--- config.mk ---
export PLATFORM = sky130hd
export DESIGN_NAME = abc_traits_record_parser_unit
export DESIGN_NICKNAME = d
export VERILOG_FILES = /design/src/hw/rtl/atrp_pkg.sv /design/src/hw/rtl/abc_traits_record_parser_unit.sv /design/src/hw/rtl/atrp_front.sv /design/src/hw/rtl/atrp_queue.sv /design/src/hw/rtl/atrp_back.sv
export SDC_FILE = /design/constraint.sdc
export NUM_CORES = 1
export LEC_CHECK = 0
export BUFFER_PORTS_ARGS = -buffer_cell sky130_fd_sc_hd__clkbuf_2
export CAP_MARGIN = 40
export CORE_MARGIN = 2
export CORE_UTILIZATION = 62
export DETAILED_ROUTE_END_ITERATION = 12
export HOLD_SLACK_MARGIN = 0.06
export MAX_ROUTING_LAYER = met4
export PLACE_DENSITY_LB_ADDON = 0.12
export SKIP_CTS_REPAIR_TIMING = 1
export SYNTH_ARGS = -nofsm -noshare
export SYNTH_HDL_FRONTEND = slang
export SYNTH_SLANG_ARGS = --single-unit
--- constraint.sdc ---
create_clock -name clk -period 6.4 [get_ports clk]
set_clock_uncertainty 0.1 [all_clocks]
set_input_delay 0.32 -clock clk [delete_from_list [all_inputs] [get_ports clk]]
set_output_delay 0.32 -clock clk [all_outputs]
set_load 0.005 [all_outputs]
--- src/hw/rtl/atrp_pkg.sv ---
// Shared types and constants for the traits record parser.
// No dependencies; imported by every module of the block.
package atrp_pkg;

  // header_kind register codes
  localparam logic [1:0] HDR_INSTANCE  = 2'd0;
  localparam logic [1:0] HDR_INIT_ONLY = 2'd1;

  // trait tag fields
  localparam int unsigned TAG_MD_BIT      = 6;
  localparam int unsigned FLAGS_PROTNS_BIT = 3;
  localparam logic [3:0]  KIND_SLOT       = 4'd0;
  localparam logic [3:0]  KIND_CONST      = 4'd6;
  localparam logic [3:0]  KIND_MAX_FIELDS = 4'd6;

  localparam int unsigned QUEUE_DEPTH_DEF = 4;

  typedef enum logic [4:0] {
    PH_IDLE   = 5'd0,
    PH_QNAME  = 5'd1,
    PH_BASE   = 5'd2,
    PH_FLAGS  = 5'd3,
    PH_PROTNS = 5'd4,
    PH_ICOUNT = 5'd5,
    PH_IFACE  = 5'd6,
    PH_INIT   = 5'd7,
    PH_COUNT  = 5'd8,
    PH_NAME   = 5'd9,
    PH_TAG    = 5'd10,
    PH_ID     = 5'd11,
    PH_TYPE   = 5'd12,
    PH_INDEX  = 5'd13,
    PH_VKIND  = 5'd14,
    PH_MCOUNT = 5'd15,
    PH_MITEM  = 5'd16
  } atrp_phase_t;

  // one classified input byte
  typedef struct packed {
    logic       start;  // first byte of a record
    logic       cont;   // u30 continuation bit
    logic [7:0] data;
  } atrp_byte_t;

endpackage

--- src/hw/rtl/abc_traits_record_parser_unit.sv ---
// Top level of the traits record parser: config register, front stage,
// byte queue and parser. Depends on atrp_pkg, atrp_front, atrp_queue, atrp_back.
//
// Accepts one record byte per cycle while in_ready is high and gives at most
// one result per byte; a trait result passes the front register, a queue
// entry and then the output register after its final byte is accepted.
// Sustained rate is one byte per clock while results are taken, set by the
// combinational u30 accumulate and phase update in the parser. While a
// result waits to be taken, the queue and the front register hold up to
// QUEUE_DEPTH + 1 bytes before the input stalls. header_kind is sampled when
// the record start byte is parsed; write it only while the block is idle.
module abc_traits_record_parser_unit
  import atrp_pkg::*;
#(
  parameter int unsigned QUEUE_DEPTH = QUEUE_DEPTH_DEF
) (
  input  logic        clk,
  input  logic        rst,
  input  logic        cfg_valid,
  output logic        cfg_ready,
  input  logic [1:0]  cfg_data,
  input  logic        in_valid,
  output logic        in_ready,
  input  logic [7:0]  data_byte,
  input  logic        record_start,
  output logic        out_valid,
  input  logic        out_ready,
  output logic [31:0] trait_index,
  output logic [31:0] name_index,
  output logic        is_mapping,
  output logic        last
);

  logic       header_kind_q;
  logic [1:0] header_kind;
  logic       push_valid, push_ready, pop_valid, pop_ready;
  atrp_byte_t push_item, pop_item;

  assign cfg_ready = 1'b1;

  always_ff @(posedge clk) begin
    if (rst) begin
      header_kind <= HDR_INSTANCE;
    end else if (cfg_valid && cfg_ready) begin
      header_kind <= cfg_data;
    end
  end

  atrp_front u_front (
    .clk          (clk),
    .rst          (rst),
    .in_valid     (in_valid),
    .in_ready     (in_ready),
    .data_byte    (data_byte),
    .record_start (record_start),
    .push_valid   (push_valid),
    .push_item    (push_item),
    .push_ready   (push_ready)
  );

  atrp_queue #(
    .DEPTH (QUEUE_DEPTH)
  ) u_queue (
    .clk        (clk),
    .rst        (rst),
    .push_valid (push_valid),
    .push_item  (push_item),
    .push_ready (push_ready),
    .pop_valid  (pop_valid),
    .pop_item   (pop_item),
    .pop_ready  (pop_ready)
  );

  atrp_back u_back (
    .clk          (clk),
    .rst          (rst),
    .header_kind  (header_kind),
    .pop_valid    (pop_valid),
    .pop_item     (pop_item),
    .pop_ready    (pop_ready),
    .out_valid    (out_valid),
    .out_ready    (out_ready),
    .trait_index  (trait_index),
    .name_index   (name_index),
    .is_mapping   (is_mapping),
    .last         (last)
  );

  // flags a config write that changed header_kind, kept for debug visibility of writes
  always_ff @(posedge clk) begin
    if (rst) begin
      header_kind_q <= 1'b0;
    end else begin
      header_kind_q <= cfg_valid && cfg_ready && (cfg_data != header_kind);
    end
  end

  a_cfg_applied: assert property (@(posedge clk) disable iff (rst)
    header_kind_q |-> header_kind == $past(cfg_data))
    else $error("config write not applied");

endmodule

--- src/hw/rtl/atrp_front.sv ---
// Front stage: registers each accepted byte and classifies it.
// Depends on atrp_pkg.
module atrp_front
  import atrp_pkg::*;
(
  input  logic       clk,
  input  logic       rst,
  input  logic       in_valid,
  output logic       in_ready,
  input  logic [7:0] data_byte,
  input  logic       record_start,
  output logic       push_valid,
  output atrp_byte_t push_item,
  input  logic       push_ready
);

  logic       held;
  atrp_byte_t item;

  assign in_ready   = !held || push_ready;
  assign push_valid = held;
  assign push_item  = item;

  always_ff @(posedge clk) begin
    if (rst) begin
      held <= 1'b0;
    end else if (in_ready) begin
      held <= in_valid;
    end
  end

  always_ff @(posedge clk) begin
    if (in_valid && in_ready) begin
      item.start <= record_start;
      item.cont  <= data_byte[7];
      item.data  <= data_byte;
    end
  end

endmodule

--- src/hw/rtl/atrp_queue.sv ---
// Short FIFO between the front stage and the parser.
// Depends on atrp_pkg; DEPTH must be a power of two, at least 2.
module atrp_queue
  import atrp_pkg::*;
#(
  parameter int unsigned DEPTH = QUEUE_DEPTH_DEF
) (
  input  logic       clk,
  input  logic       rst,
  input  logic       push_valid,
  input  atrp_byte_t push_item,
  output logic       push_ready,
  output logic       pop_valid,
  output atrp_byte_t pop_item,
  input  logic       pop_ready
);

  localparam int unsigned PTR_W = $clog2(DEPTH);
  localparam int unsigned CNT_W = $clog2(DEPTH + 1);

  atrp_byte_t       mem [DEPTH];
  logic [PTR_W-1:0] wr_ptr;
  logic [PTR_W-1:0] rd_ptr;
  logic [CNT_W-1:0] fill;
  logic             do_push;
  logic             do_pop;

  assign push_ready = (fill != CNT_W'(DEPTH));
  assign pop_valid  = (fill != '0);
  assign pop_item   = mem[rd_ptr];
  assign do_push    = push_valid && push_ready;
  assign do_pop     = pop_valid && pop_ready;

  always_ff @(posedge clk) begin
    if (rst) begin
      wr_ptr <= '0;
      rd_ptr <= '0;
      fill   <= '0;
    end else begin
      if (do_push) begin
        wr_ptr <= wr_ptr + PTR_W'(1);
      end
      if (do_pop) begin
        rd_ptr <= rd_ptr + PTR_W'(1);
      end
      if (do_push && !do_pop) begin
        fill <= fill + CNT_W'(1);
      end else if (do_pop && !do_push) begin
        fill <= fill - CNT_W'(1);
      end
    end
  end

  always_ff @(posedge clk) begin
    if (do_push) begin
      mem[wr_ptr] <= push_item;
    end
  end

endmodule

--- src/hw/rtl/atrp_back.sv ---
// Parser: walks the header and traits one byte per cycle unless a result stalls,
// decodes u30 fields and drives the registered result outputs. Depends on atrp_pkg.
module atrp_back
  import atrp_pkg::*;
(
  input  logic        clk,
  input  logic        rst,
  input  logic [1:0]  header_kind,
  input  logic        pop_valid,
  input  atrp_byte_t  pop_item,
  output logic        pop_ready,
  output logic        out_valid,
  input  logic        out_ready,
  output logic [31:0] trait_index,
  output logic [31:0] name_index,
  output logic        is_mapping,
  output logic        last
);

  atrp_phase_t phase, phase_next, start_phase, cur_phase;

  logic [31:0] acc, acc_eff, acc_next, shifted, vint;
  logic [2:0]  cnt, cnt_eff, cnt_next;
  logic        vdone, varint_phase;
  logic [31:0] traits_left, items_left, cur_name, cur_method;
  logic [31:0] traits_dec, items_dec;
  logic [3:0]  cur_kind, tag_kind;
  logic        has_md, tag_md, two_idx, last_trait, items_done, pop;
  logic        emit, emit_map, emit_last;
  logic [31:0] emit_method, emit_name;

  assign pop       = pop_valid && (!out_valid || out_ready);
  assign pop_ready = !out_valid || out_ready;

  always_comb begin
    unique case (header_kind)
      HDR_INSTANCE:  start_phase = PH_QNAME;
      HDR_INIT_ONLY: start_phase = PH_INIT;
      default:       start_phase = PH_COUNT;
    endcase
  end

  // a record start restarts the walk with a clean u30 accumulator
  assign cur_phase = pop_item.start ? start_phase : phase;
  assign acc_eff   = pop_item.start ? '0 : acc;
  assign cnt_eff   = pop_item.start ? '0 : cnt;

  always_comb begin
    case (cnt_eff[1:0])
      2'd0:    shifted = {25'b0, pop_item.data[6:0]};
      2'd1:    shifted = {18'b0, pop_item.data[6:0], 7'b0};
      2'd2:    shifted = {11'b0, pop_item.data[6:0], 14'b0};
      default: shifted = {4'b0, pop_item.data[6:0], 21'b0};
    endcase
  end

  // fifth byte: only its low nibble is taken, shifted by 28
  assign vint  = cnt_eff[2] ? (acc_eff | {pop_item.data[3:0], 28'b0}) : (acc_eff | shifted);
  assign vdone = cnt_eff[2] || !pop_item.cont;

  assign varint_phase = !(cur_phase == PH_IDLE || cur_phase == PH_FLAGS ||
                          cur_phase == PH_TAG  || cur_phase == PH_VKIND);
  assign acc_next = varint_phase ? (vdone ? '0 : vint) : acc_eff;
  assign cnt_next = varint_phase ? (vdone ? '0 : cnt_eff + 3'd1) : cnt_eff;

  assign tag_kind   = pop_item.data[3:0];
  assign tag_md     = pop_item.data[TAG_MD_BIT];
  assign two_idx    = (cur_kind == KIND_SLOT) || (cur_kind == KIND_CONST);
  assign traits_dec = traits_left - 32'd1;
  assign items_dec  = items_left - 32'd1;
  assign last_trait = (traits_dec == '0);
  assign items_done = (items_dec == '0);

  // next phase
  always_comb begin
    phase_next = phase;
    if (pop) begin
      phase_next = cur_phase;
      unique case (cur_phase)
        PH_IDLE:   phase_next = PH_IDLE;
        PH_FLAGS:  phase_next = pop_item.data[FLAGS_PROTNS_BIT] ? PH_PROTNS : PH_ICOUNT;
        PH_TAG: begin
          if (tag_kind <= KIND_MAX_FIELDS) begin
            phase_next = PH_ID;
          end else if (tag_md) begin
            phase_next = PH_MCOUNT;
          end else begin
            phase_next = last_trait ? PH_IDLE : PH_NAME;
          end
        end
        PH_VKIND: begin
          if (has_md) begin
            phase_next = PH_MCOUNT;
          end else begin
            phase_next = last_trait ? PH_IDLE : PH_NAME;
          end
        end
        PH_QNAME:  if (vdone) phase_next = PH_BASE;
        PH_BASE:   if (vdone) phase_next = PH_FLAGS;
        PH_PROTNS: if (vdone) phase_next = PH_ICOUNT;
        PH_ICOUNT: if (vdone) phase_next = (vint == '0) ? PH_INIT : PH_IFACE;
        PH_IFACE:  if (vdone && items_done) phase_next = PH_INIT;
        PH_INIT:   if (vdone) phase_next = PH_COUNT;
        PH_COUNT:  if (vdone) phase_next = (vint == '0) ? PH_IDLE : PH_NAME;
        PH_NAME:   if (vdone) phase_next = PH_TAG;
        PH_ID:     if (vdone) phase_next = two_idx ? PH_TYPE : PH_INDEX;
        PH_TYPE:   if (vdone) phase_next = PH_INDEX;
        PH_INDEX: begin
          if (vdone) begin
            if (two_idx && vint != '0) begin
              phase_next = PH_VKIND;
            end else if (has_md) begin
              phase_next = PH_MCOUNT;
            end else begin
              phase_next = last_trait ? PH_IDLE : PH_NAME;
            end
          end
        end
        PH_MCOUNT: begin
          if (vdone) begin
            if (vint == '0) begin
              phase_next = last_trait ? PH_IDLE : PH_NAME;
            end else begin
              phase_next = PH_MITEM;
            end
          end
        end
        PH_MITEM:  if (vdone && items_done) phase_next = last_trait ? PH_IDLE : PH_NAME;
        default:   phase_next = PH_IDLE;
      endcase
    end
  end

  // result of the current byte
  always_comb begin
    emit        = 1'b0;
    emit_map    = 1'b1;
    emit_last   = last_trait;
    emit_method = cur_method;
    emit_name   = cur_name;
    unique case (cur_phase)
      PH_TAG:    emit = (tag_kind > KIND_MAX_FIELDS) && !tag_md;
      PH_VKIND:  emit = !has_md;
      PH_COUNT: begin
        if (vdone && vint == '0) begin
          emit        = 1'b1;
          emit_map    = 1'b0;
          emit_last   = 1'b1;
          emit_method = '0;
          emit_name   = '0;
        end
      end
      PH_INDEX: begin
        emit        = vdone && !(two_idx && vint != '0) && !has_md;
        emit_method = vint;
      end
      PH_MCOUNT: emit = vdone && (vint == '0);
      PH_MITEM:  emit = vdone && items_done;
      default:   emit = 1'b0;
    endcase
  end

  always_ff @(posedge clk) begin
    if (rst) begin
      phase <= PH_IDLE;
    end else begin
      phase <= phase_next;
    end
  end

  always_ff @(posedge clk) begin
    if (rst) begin
      acc         <= '0;
      cnt         <= '0;
      traits_left <= '0;
      items_left  <= '0;
      cur_name    <= '0;
      cur_method  <= '0;
      cur_kind    <= '0;
      has_md      <= 1'b0;
    end else if (pop) begin
      acc <= acc_next;
      cnt <= cnt_next;
      if (pop_item.start) begin
        traits_left <= '0;
        items_left  <= '0;
        cur_name    <= '0;
        cur_method  <= '0;
        cur_kind    <= '0;
        has_md      <= 1'b0;
      end
      case (cur_phase) inside
        PH_FLAGS: has_md <= pop_item.data[FLAGS_PROTNS_BIT];
        PH_TAG: begin
          cur_kind <= tag_kind;
          has_md   <= tag_md;
        end
        PH_ICOUNT, PH_MCOUNT: if (vdone) items_left <= vint;
        PH_IFACE, PH_MITEM:   if (vdone) items_left <= items_dec;
        PH_COUNT:             if (vdone) traits_left <= vint;
        PH_NAME: begin
          if (vdone) begin
            cur_name   <= vint;
            cur_method <= '0;
          end
        end
        PH_INDEX:             if (vdone) cur_method <= vint;
        default: ;
      endcase
      if (emit && emit_map) begin
        traits_left <= traits_dec;
      end
    end
  end

  always_ff @(posedge clk) begin
    if (rst) begin
      out_valid <= 1'b0;
    end else if (pop && emit) begin
      out_valid <= 1'b1;
    end else if (out_ready) begin
      out_valid <= 1'b0;
    end
  end

  always_ff @(posedge clk) begin
    if (pop && emit) begin
      trait_index <= emit_method;
      name_index  <= emit_name;
      is_mapping  <= emit_map;
      last        <= emit_last;
    end
  end

  a_end_is_last: assert property (@(posedge clk) disable iff (rst)
    out_valid && !is_mapping |-> last && trait_index == '0 && name_index == '0)
    else $error("empty-record result without last or with nonzero indices");

  a_last_goes_idle: assert property (@(posedge clk) disable iff (rst)
    pop && emit && emit_last |=> phase == PH_IDLE)
    else $error("parser not idle after record end");

  a_varint_len: assert property (@(posedge clk) disable iff (rst)
    cnt <= 3'd4)
    else $error("u30 byte count beyond five bytes");

  a_no_pop_on_stall: assert property (@(posedge clk) disable iff (rst)
    out_valid && !out_ready |-> !pop)
    else $error("byte consumed while result stalled");

endmodule

==> impl_metrics.tcl, run 1 <==
set metrics [dict create \
    period_needed_ns 5.27 \
    final.setup.tns_ns 0 \
    placed_cells 2039 \
    port_buffers 83 \
    io_pins 85 \
    timing_worst_setup_path_type "reg -> reg" \
    pre_cts_ws_ns 1.04 \
    grt_antenna_before_repair 2 \
    synth.distinct_cells 87 \
    grt.overflow.total 0 \
    drcViolationCount 0 \
    cp-start-kind "flip-flop" \
    tritoncts "built" \
    vias 14443 \
    syn_to_final_growth_pct 11.6 \
    post-synth-top-area-fraction 0.239 \
    seq_area_frac_synth 0.452 \
    drtAntennaViolNets 0 \
    dieArea_um2 26500 \
    maxSlewViolCount 0 \
    clock_path_buffers 3 \
    drt_iter0_drc 2011 \
    synth_edf_count 111 \
    yosys_most_used_dff "dfxtp_1" \
    worst_slew_margin_rel 0.194 \
    vias_per_cell 6.84 \
    setup_ws_ns 1.13 \
    grt_pass1_wl_mm 74.3 \
    status "completed" \
    hold_viol 0 \
    root_buffer "clkbuf_16" \
    path_clk_slew_ns 0.06 \
    ys_top_cells_by_count "nor2_1 (223), dfxtp_1 (186), clkbuf_1 (120), a22oi_1 (119), edfxtp_1 (111)" \
    yosys.area.top_type "dfxtp_1" \
    row_count 58 \
    clock_latency_ns 0.59 \
    core_area_um2 25000 \
    synthTopCellsByArea "dfxtp_1 (24%), edfxtp_1 (21%), a22oi_1 (5.7%)" \
    grt_max_degree 111 \
    synth_nets 1767 \
    required_ns 6.53 \
    post-route-util 0.698 \
    h-tree-depth 1 \
    yosysMostFrequentCell "nor2_1" \
    grt_pass1_vias 12836 \
    worstSetupEndpointType "flip-flop" \
    place_hpwl_mm 33.0 \
    start_util 0.625 \
    wl_mm 48.8 \
    path_max_fanout 66 \
    hold_path.class "in -> reg" \
    layout-drive-gt1-share 0.121 \
    firstDrtPassIters 6 \
    avgRoutedWirePerCell_um 23.1 \
    fin_cells 2113 \
    syn-cell-area_um2 15600 \
    fmax_ghz 0.190 \
    finalSetupViolCount 0 \
    rsz0062_at_grt "false" \
    cp.arrival_ns 5.40 \
    finish.net_count 1786 \
    p_leak_uw 0.00616 \
    synth.avg_cell_area_um2 8.98 \
    ir_drop_mv 0.412 \
    gp_congestion 1.05 \
    finalCritPeriodShare 0.824 \
    synthCells 1738 \
    max_cap_violations 0 \
    die_y_um 163 \
    p_per_area_nw_per_um2 410 \
    async_flop_share 0 \
    clock_sinks 297 \
    cts_buffers 30 \
    die_x_um 163 \
    synth_seq_cells 297 \
    grtUsageTotal 0.369 \
    ys.warnings.count 0 \
    tightest_slew_ns 1.21 \
]
[routing by layer]
layer / share of wire / vias up / wire (µm) / track usage
met5: 0 / - / 0 / -
met4: 0.050 / 0 / 2460 / 0.163
met3: 0.099 / 142 / 4820 / 0.0611
met2: 0.44 / 814 / 21400 / 0.532
met1: 0.41 / 6927 / 20100 / 0.515
li1: - / 6560 / - / -
[cells in the final DEF (no fill, tap or decap), types with 17 or more instances in the layout]
cell         n
nand4_1     19
clkbuf_2    82
a31oi_1     20
xor2_1      17
mux2i_1     20
nand3_1     77
a22o_1      27
xnor2_1     23
nor2_1     223
nand2_1     71
nor4_1      37
and2_1      51
a22oi_1    119
a21oi_1    104
o21ai_0     87
edfxtp_1   111
inv_1       40
buf_4       33
o22ai_1     27
nor3_1      73
or3_1       17
dfxtp_1    186
clkbuf_16   30
[worst max-delay path, cell delays in order, from the launching register on]
cell	delay [ns]
dfxtp_1	0.77
mux2_2	0.47
mux2i_4	0.16
nand2_1	0.09
inv_1	0.10
ha_1	0.19
inv_1	0.10
o21a_1	0.25
a22oi_1	0.67
nand3_1	0.19
or4_4	0.61
a32o_1	0.31
nand2_1	0.29
nand2_1	0.14
inv_2	0.11
buf_12	0.28
[cells by family after synthesis]
logic type / synth area share
and+or+nand+nor: 0.210
AOI/OAI and AO/OA: 0.223
DFF: 0.452
buffers and inverters: 0.0504
xor gates and xnor gates: 0.0225
muxes: 0.0308
adders and majority gates: 0.0109
other: 0.000240
[report_power, final]
part	leakage [µW]	switching [µW]	internal [µW]
registers	0.00251	158	2060
logic	0.00315	2090	969
clock network	0.000496	777	1080
total	0.00616	3030	4110
[per-stage QoR]
stage,hold WS [ns],total power [µW],area [µm²]
floorplan,0.319,4360,15600
global placement,0.363,5140,16100
detailed placement,0.382,5180,16200
CTS,-0.189,7030,17200
global route,0.234,7450,17400
finish,0.225,7140,17400
[sequential cells by signal, indices dropped and copies added (netlist names), 4 cells and up, named ones only]
register            count
u_front.push_item       9
u_back.trait_index     32
u_back.items_left      32
u_back.cur_method      32
u_back.traits_left     32
u_back.acc             32
u_back.name_index      32
u_back.cur_kind         4
u_back.cur_name        32
u_back.phase            5
u_queue.mem            36
[final cells by class]
cell class	count	area, µm²
Tap cell	330	413
Clock inverter	20	263
Sequential cell	297	7060
Fill cell	1959	7550
Multi-Input combinational cell	1248	7810
Clock buffer	36	783
Timing Repair Buffer	137	922
Inverter	43	161
Antenna cell	2	5.00
[path summary, 6_finish.rpt]
| check | from | endpoint | slack (ns) | cells after the start |
|---|---|---|---|---|
| setup / recovery | flip-flop | u_back.name_index[28]$_DFFE_PP_ | 1.13 | 15 |
| hold / removal | rst | u_back.cur_name[4]$_SDFFE_PP0P_ | 0.22 | 2 |
| setup reg to reg | flip-flop | u_back.name_index[28]$_DFFE_PP_ | 1.13 | 15 |
| hold reg to reg | u_back.cur_method[6]$_SDFFE_PP0P_ | u_back.cur_method[6]$_SDFFE_PP0P_ | 0.39 | 2 |
Power figures use the tool's default switching activity.
==> inputs of run 2 (changes only) <==
--- a/config.mk
+++ b/config.mk
@@ -8,7 +8,7 @@
 export BUFFER_PORTS_ARGS = -buffer_cell sky130_fd_sc_hd__clkbuf_2
 export CAP_MARGIN = 40
 export CORE_MARGIN = 2
-export CORE_UTILIZATION = 62
+export CORE_UTILIZATION = 56
 export DETAILED_ROUTE_END_ITERATION = 12
 export HOLD_SLACK_MARGIN = 0.06
 export MAX_ROUTING_LAYER = met4
==> constraint.sdc (replaced) <==
create_clock -name clk -period 4.5 [get_ports clk]
set_clock_uncertainty 0.1 [all_clocks]
set_input_delay 0.225 -clock clk [delete_from_list [all_inputs] [get_ports clk]]
set_output_delay 0.225 -clock clk [all_outputs]
set_load 0.005 [all_outputs]
==> run 2 against run 1 <==
  * Global-route usage is 2.0 points lower
  * Clock-buffer cell count is 5 higher
  * Maximum frequency is 24% higher
  * Critical path type unchanged
  * Highest routed layer unchanged
==> impl_metrics.tcl, run 2 (synthesized netlist as in run 1, its figures left out) <==
set metrics [dict create \
    maxSlewViolCount 0 \
    stdcell_area_um2 17900 \
    hold_path.class "in -> reg" \
    core_area_um2 27600 \
    grtUsageTotal 0.349 \
    grt_max_degree 80 \
    mostFrequentLayoutCells "nor2_1 (223), dfxtp_1 (185), a22oi_1 (117), edfxtp_1 (111), a21oi_1 (104)" \
    row_count 61 \
    worst_slew_margin_rel 0.253 \
    worstSetupEndpointType "flip-flop" \
    h-tree-depth 2 \
    status "completed" \
    drt_iter0_drc 2168 \
    finalSetupViolCount 0 \
    syn_to_final_growth_pct 14.8 \
    required_ns 4.81 \
    tritoncts "built" \
    hold_depth 2 \
    r2r-end "u_back.traits_left[18]$_SDFFE_PP0P_" \
    place_hpwl_mm 34.3 \
    placed_cells 2119 \
    wl_mm 50.0 \
    postPlaceCellArea_um2 16600 \
    clock_latency_ns 0.52 \
    port_buffers 83 \
    whs_endpoint "u_front.push_item[0]$_DFFE_PP_" \
    drtAntennaViolNets 0 \
    clock_sinks 297 \
    power_uw 10500 \
    grt_pass1_wl_mm 76.7 \
    final_common_cell "nor2_1" \
    period_needed_ns 4.27 \
    fmax_ghz 0.234 \
    largest_register_ffs 36 \
    die_x_um 171 \
    drcViolationCount 0 \
    ir_drop_mv 0.433 \
    grt_pass1_vias 13028 \
    grt_antenna_before_repair 1 \
    rsz0062_at_grt "false" \
    path_clk_slew_ns 0.06 \
    root_buffer "clkbuf_16" \
    holdWs_ns 0.320 \
    max_cap_violations 0 \
    tightest_slew_ns 1.12 \
    firstDrtPassIters 6 \
    grt.overflow.total 0 \
    cp-start-kind "flip-flop" \
    die_y_um 171 \
    gp_congestion 0.993 \
    dieArea_um2 29200 \
    reg2regPathDepth 14 \
    avgRoutedWirePerCell_um 22.7 \
    rrSetupSlack_ns 0.23 \
    top_register "u_queue.mem" \
    finish.net_count 1824 \
    path_max_fanout 11 \
    fin_cells 2200 \
    cts_buffers 34 \
    vias 14571 \
    timing_worst_setup_path_type "reg -> reg" \
    p_leak_uw 0.00639 \
    start_util 0.565 \
    hold_viol 0 \
    cp.arrival_ns 4.57 \
    min_from "data_byte[0]" \
    p_per_area_nw_per_um2 587 \
    layout-drive-gt1-share 0.148 \
    finalCritPeriodShare 0.948 \
    vias_per_cell 6.62 \
    io_pins 85 \
    clock_path_buffers 3 \
]
## run 2: layout make-up
class	instances	area, µm²
diodes	1	2.50
repair buffers	171	1200
multi-input cells	1248	7870
flip-flops and latches	297	7060
clock inverters	21	224
inverters	43	165
clock buffers	41	907
well taps	378	473
fillers	2320	9720
## run 2: how the worst max path moves through the flow
stage                                                to                              start  slack, ns
floorplan                   u_back.is_mapping$_DFFE_PP_                          flip-flop      -0.14
global placement    u_back.traits_left[18]$_SDFFE_PP0P_  u_back.items_left[0]$_SDFFE_PP0P_       0.39
detailed placement  u_back.traits_left[18]$_SDFFE_PP0P_  u_back.items_left[0]$_SDFFE_PP0P_       0.22
CTS                 u_back.traits_left[18]$_SDFFE_PP0P_  u_back.items_left[0]$_SDFFE_PP0P_       0.20
global route        u_back.traits_left[18]$_SDFFE_PP0P_                          flip-flop       0.02
finish              u_back.traits_left[18]$_SDFFE_PP0P_                          flip-flop       0.23
## run 2: through the flow
stage | setup slack (ns) | TNS (ns) | util
CTS | 0.204 | 0 | 0.641
global route | 0.0203 | 0 | 0.648
detailed placement | 0.216 | 0 | 0.600
floorplan | -0.140 | -9.21 | -
finish | 0.233 | 0 | 0.648
global placement | 0.389 | 0 | 0.598
## run 2: layer usage
metal	wire (µm)	share of wire	vias to the layer above	global-route usage
li1	-	-	6653	-
met1	21200	0.42	7025	0.483
met2	22800	0.46	771	0.532
met3	4370	0.087	122	0.0486
met4	1600	0.032	0	0.113
met5	0	0	-	-
## run 2: power by group
part	total (µW)	switching, µW	internal (µW)
logic	4560	3050	1520
registers	3150	222	2930
clock network	2800	1160	1640
total	10500	4430	6080
## run 2: worst max-delay path: stages, from the launching register on
cell     delay [ns]
dfxtp_1        0.52
mux2_2         0.44
mux2i_4        0.17
nand2_1        0.10
inv_1          0.15
ha_4           0.16
inv_2          0.05
o21a_1         0.22
a22oi_2        0.18
nand3_1        0.12
or4_4          0.61
a32oi_2        0.44
nor2_2         0.28
o31a_1         0.36
o221a_1        0.25
==> inputs of run 3 (changes only) <==
--- a/config.mk
+++ b/config.mk
@@ -7,8 +7,10 @@
 export LEC_CHECK = 0
 export BUFFER_PORTS_ARGS = -buffer_cell sky130_fd_sc_hd__clkbuf_2
 export CAP_MARGIN = 40
+export CELL_PAD_IN_SITES_DETAIL_PLACEMENT = 1
+export CELL_PAD_IN_SITES_GLOBAL_PLACEMENT = 2
 export CORE_MARGIN = 2
-export CORE_UTILIZATION = 56
+export CORE_UTILIZATION = 35
 export DETAILED_ROUTE_END_ITERATION = 12
 export HOLD_SLACK_MARGIN = 0.06
 export MAX_ROUTING_LAYER = met4
==> run 3 against run 2 <==
  * Sequential power hardly changed
  * Sequential share of layout area is 0.75 points lower
  * Combinational power is 5.5% higher
  * Via count is 0.96% lower
  * Worst hold slack worse by 0.29 ns
  * Sequential cell count stayed put
  * Non-clock buffer count is 8 higher
  * Core utilization is 23 points lower
  * Worst setup slack better by 0.031 ns
==> impl_metrics.tcl, run 3 (synthesized netlist as in run 1, its figures left out) <==
set metrics [dict create \
    timing_worst_setup_path_type "reg -> reg" \
    drcViolationCount 0 \
    clock_sinks 297 \
    met1_usage 0.352 \
    grt.met2_usage 0.406 \
    grt.overflow.total 0 \
    crit_family "simple AND/OR/NAND/NOR gates" \
    core_area_um2 44100 \
    hold_viol 0 \
    die_x_um 215 \
    tightest_slew_ns 1.11 \
    tritoncts "built" \
    cp_slowest_cell "or4_4" \
    mostFrequentLayoutCells "nor2_1 (223), dfxtp_1 (185), a22oi_1 (117), edfxtp_1 (111), a21oi_1 (104)" \
    cp-start-kind "flip-flop" \
    fillCellCount 5124 \
    swShare 0.433 \
    port_buffers 83 \
    final.setup.tns_ns 0 \
    row_count 77 \
    die_y_um 215 \
    max_cap_violations 0 \
    vias_per_cell 5.95 \
    grt_pass1_vias 14336 \
    largest_register_ffs 36 \
    maxSlewViolCount 0 \
    min_from "out_ready" \
    h-tree-depth 2 \
    rrSetupSlack_ns 0.26 \
    grtUsageTotal 0.263 \
    power_uw 10900 \
    place_hpwl_mm 41.5 \
    final_common_cell "nor2_1" \
    top_register "u_queue.mem" \
    wl_mm 59.6 \
    power.internal_uw 6170 \
    clkPwrFrac 0.268 \
    path_max_fanout 66 \
    r2r-end "u_back.name_index[25]$_DFFE_PP_" \
    worst_slew_margin_rel 0.260 \
    drt_iter0_drc 1335 \
    path_buf_inv 3 \
    clock_latency_ns 0.57 \
    root_buffer "clkbuf_16" \
    ff_latch_area_um2 7060 \
    path_common_cell "nand2_4" \
    cts_buffers 36 \
    path_clk_slew_ns 0.06 \
    cp.arrival_ns 4.33 \
    multi_input_area_um2 7860 \
    firstDrtPassIters 5 \
    busiest_layer "met2" \
    io_pins 85 \
    layout-drive-gt1-share 0.152 \
    ir_drop_mv 0.334 \
    required_ns 4.59 \
    finalSetupViolCount 0 \
    syn_to_final_growth_pct 17.0 \
    worstSetupEndpointType "flip-flop" \
    rsz0062_at_grt "false" \
    drtAntennaViolNets 0 \
    post-route-util 0.414 \
    vias 14431 \
    hold_path.class "in -> reg" \
    max_stage_delay_ns 0.61 \
    dieArea_um2 46300 \
    grt_antenna_before_repair 1 \
    status "completed" \
    clock_path_buffers 3 \
    met3_usage 0.0398 \
    grt_max_degree 184 \
    hold_depth 3 \
    whs_endpoint "u_back.out_valid$_SDFFE_PP0P_" \
    crit_chain "mux4_2 -> buf_4 -> o21a_1 -> a22oi_2 -> nand3_1 -> or4_4 -> a32o_2 -> nand2_4 -> nand2_4 -> clkinvlp_4 -> buf_12" \
    fmax_ghz 0.236 \
    avgRoutedWirePerCell_um 24.6 \
    finish.net_count 1834 \
    seqPwrFrac 0.290 \
    grt_pass1_wl_mm 91.3 \
    reg2regPathDepth 11 \
    p_per_area_nw_per_um2 596 \
    period_needed_ns 4.24 \
    start_util 0.354 \
    p_leak_uw 0.00644 \
    p_sw_uw 4710 \
    gp_congestion 0.918 \
    finalCritPeriodShare 0.941 \
    comb_power_share 0.442 \
]
## run 3: how the worst max path moves through the flow
stage                                         endpoint  slack, ns  cells past startpoint
floorplan                  u_back.is_mapping$_DFFE_PP_      -0.14                     18
global placement    u_back.traits_left[7]$_SDFFE_PP0P_       0.23                     12
detailed placement    u_back.trait_index[27]$_DFFE_PP_       0.31                     11
CTS                   u_back.trait_index[17]$_DFFE_PP_       0.31                     11
global route          u_back.trait_index[31]$_DFFE_PP_      0.008                     13
finish                 u_back.name_index[25]$_DFFE_PP_       0.26                     11
## run 3: layer usage
metal  vias up  routed length, µm
met5         -                  0
met4         0               2010
met3       109               3200
met2       379              27200
met1      7297              27200
li1       6646                  -
## run 3: area by class of cell
| class | count | share of cell area |
|---|---|---|
| inverters | 43 | 0.00905 |
| diodes | 1 | 0.000137 |
| repair buffers | 179 | 0.0696 |
| clock buffers | 46 | 0.0531 |
| well taps | 592 | 0.0406 |
| clock inverters | 19 | 0.0102 |
| multi-input cells | 1248 | 0.431 |
| flip-flops and latches | 297 | 0.387 |
## run 3: metrics by stage
| step | setup WS (ns) | hold WS [ns] | std cells | cell area (µm²) |
|---|---|---|---|---|
| finish | 0.264 | 0.0320 | 2425 | 18300 |
| global route | 0.00775 | 0.0653 | 2425 | 18300 |
| CTS | 0.315 | -0.267 | 2410 | 18100 |
| detailed placement | 0.309 | 0.305 | 2345 | 17000 |
| global placement | 0.235 | 0.302 | 2342 | 16900 |
| floorplan | -0.140 | 0.224 | 1738 | 15700 |
## run 3: tightest hold or removal path, stage by stage
cell,delay (ns)
clkbuf_2,0.07
nand2b_1,0.19
a21oi_1,0.13
## run 3: power by group through the flow
| stage | Combinational (µW) | Sequential (µW) | Clock [µW] |
|---|---|---|---|
| after floorplan | 3200 | 3090 | 0 |
| after global placement | 4700 | 3200 | 0 |
| after detailed placement | 4740 | 3210 | 0 |
| after CTS | 4760 | 3150 | 2970 |
| after global routing | 5240 | 3180 | 3070 |
| final | 4810 | 3160 | 2910 |
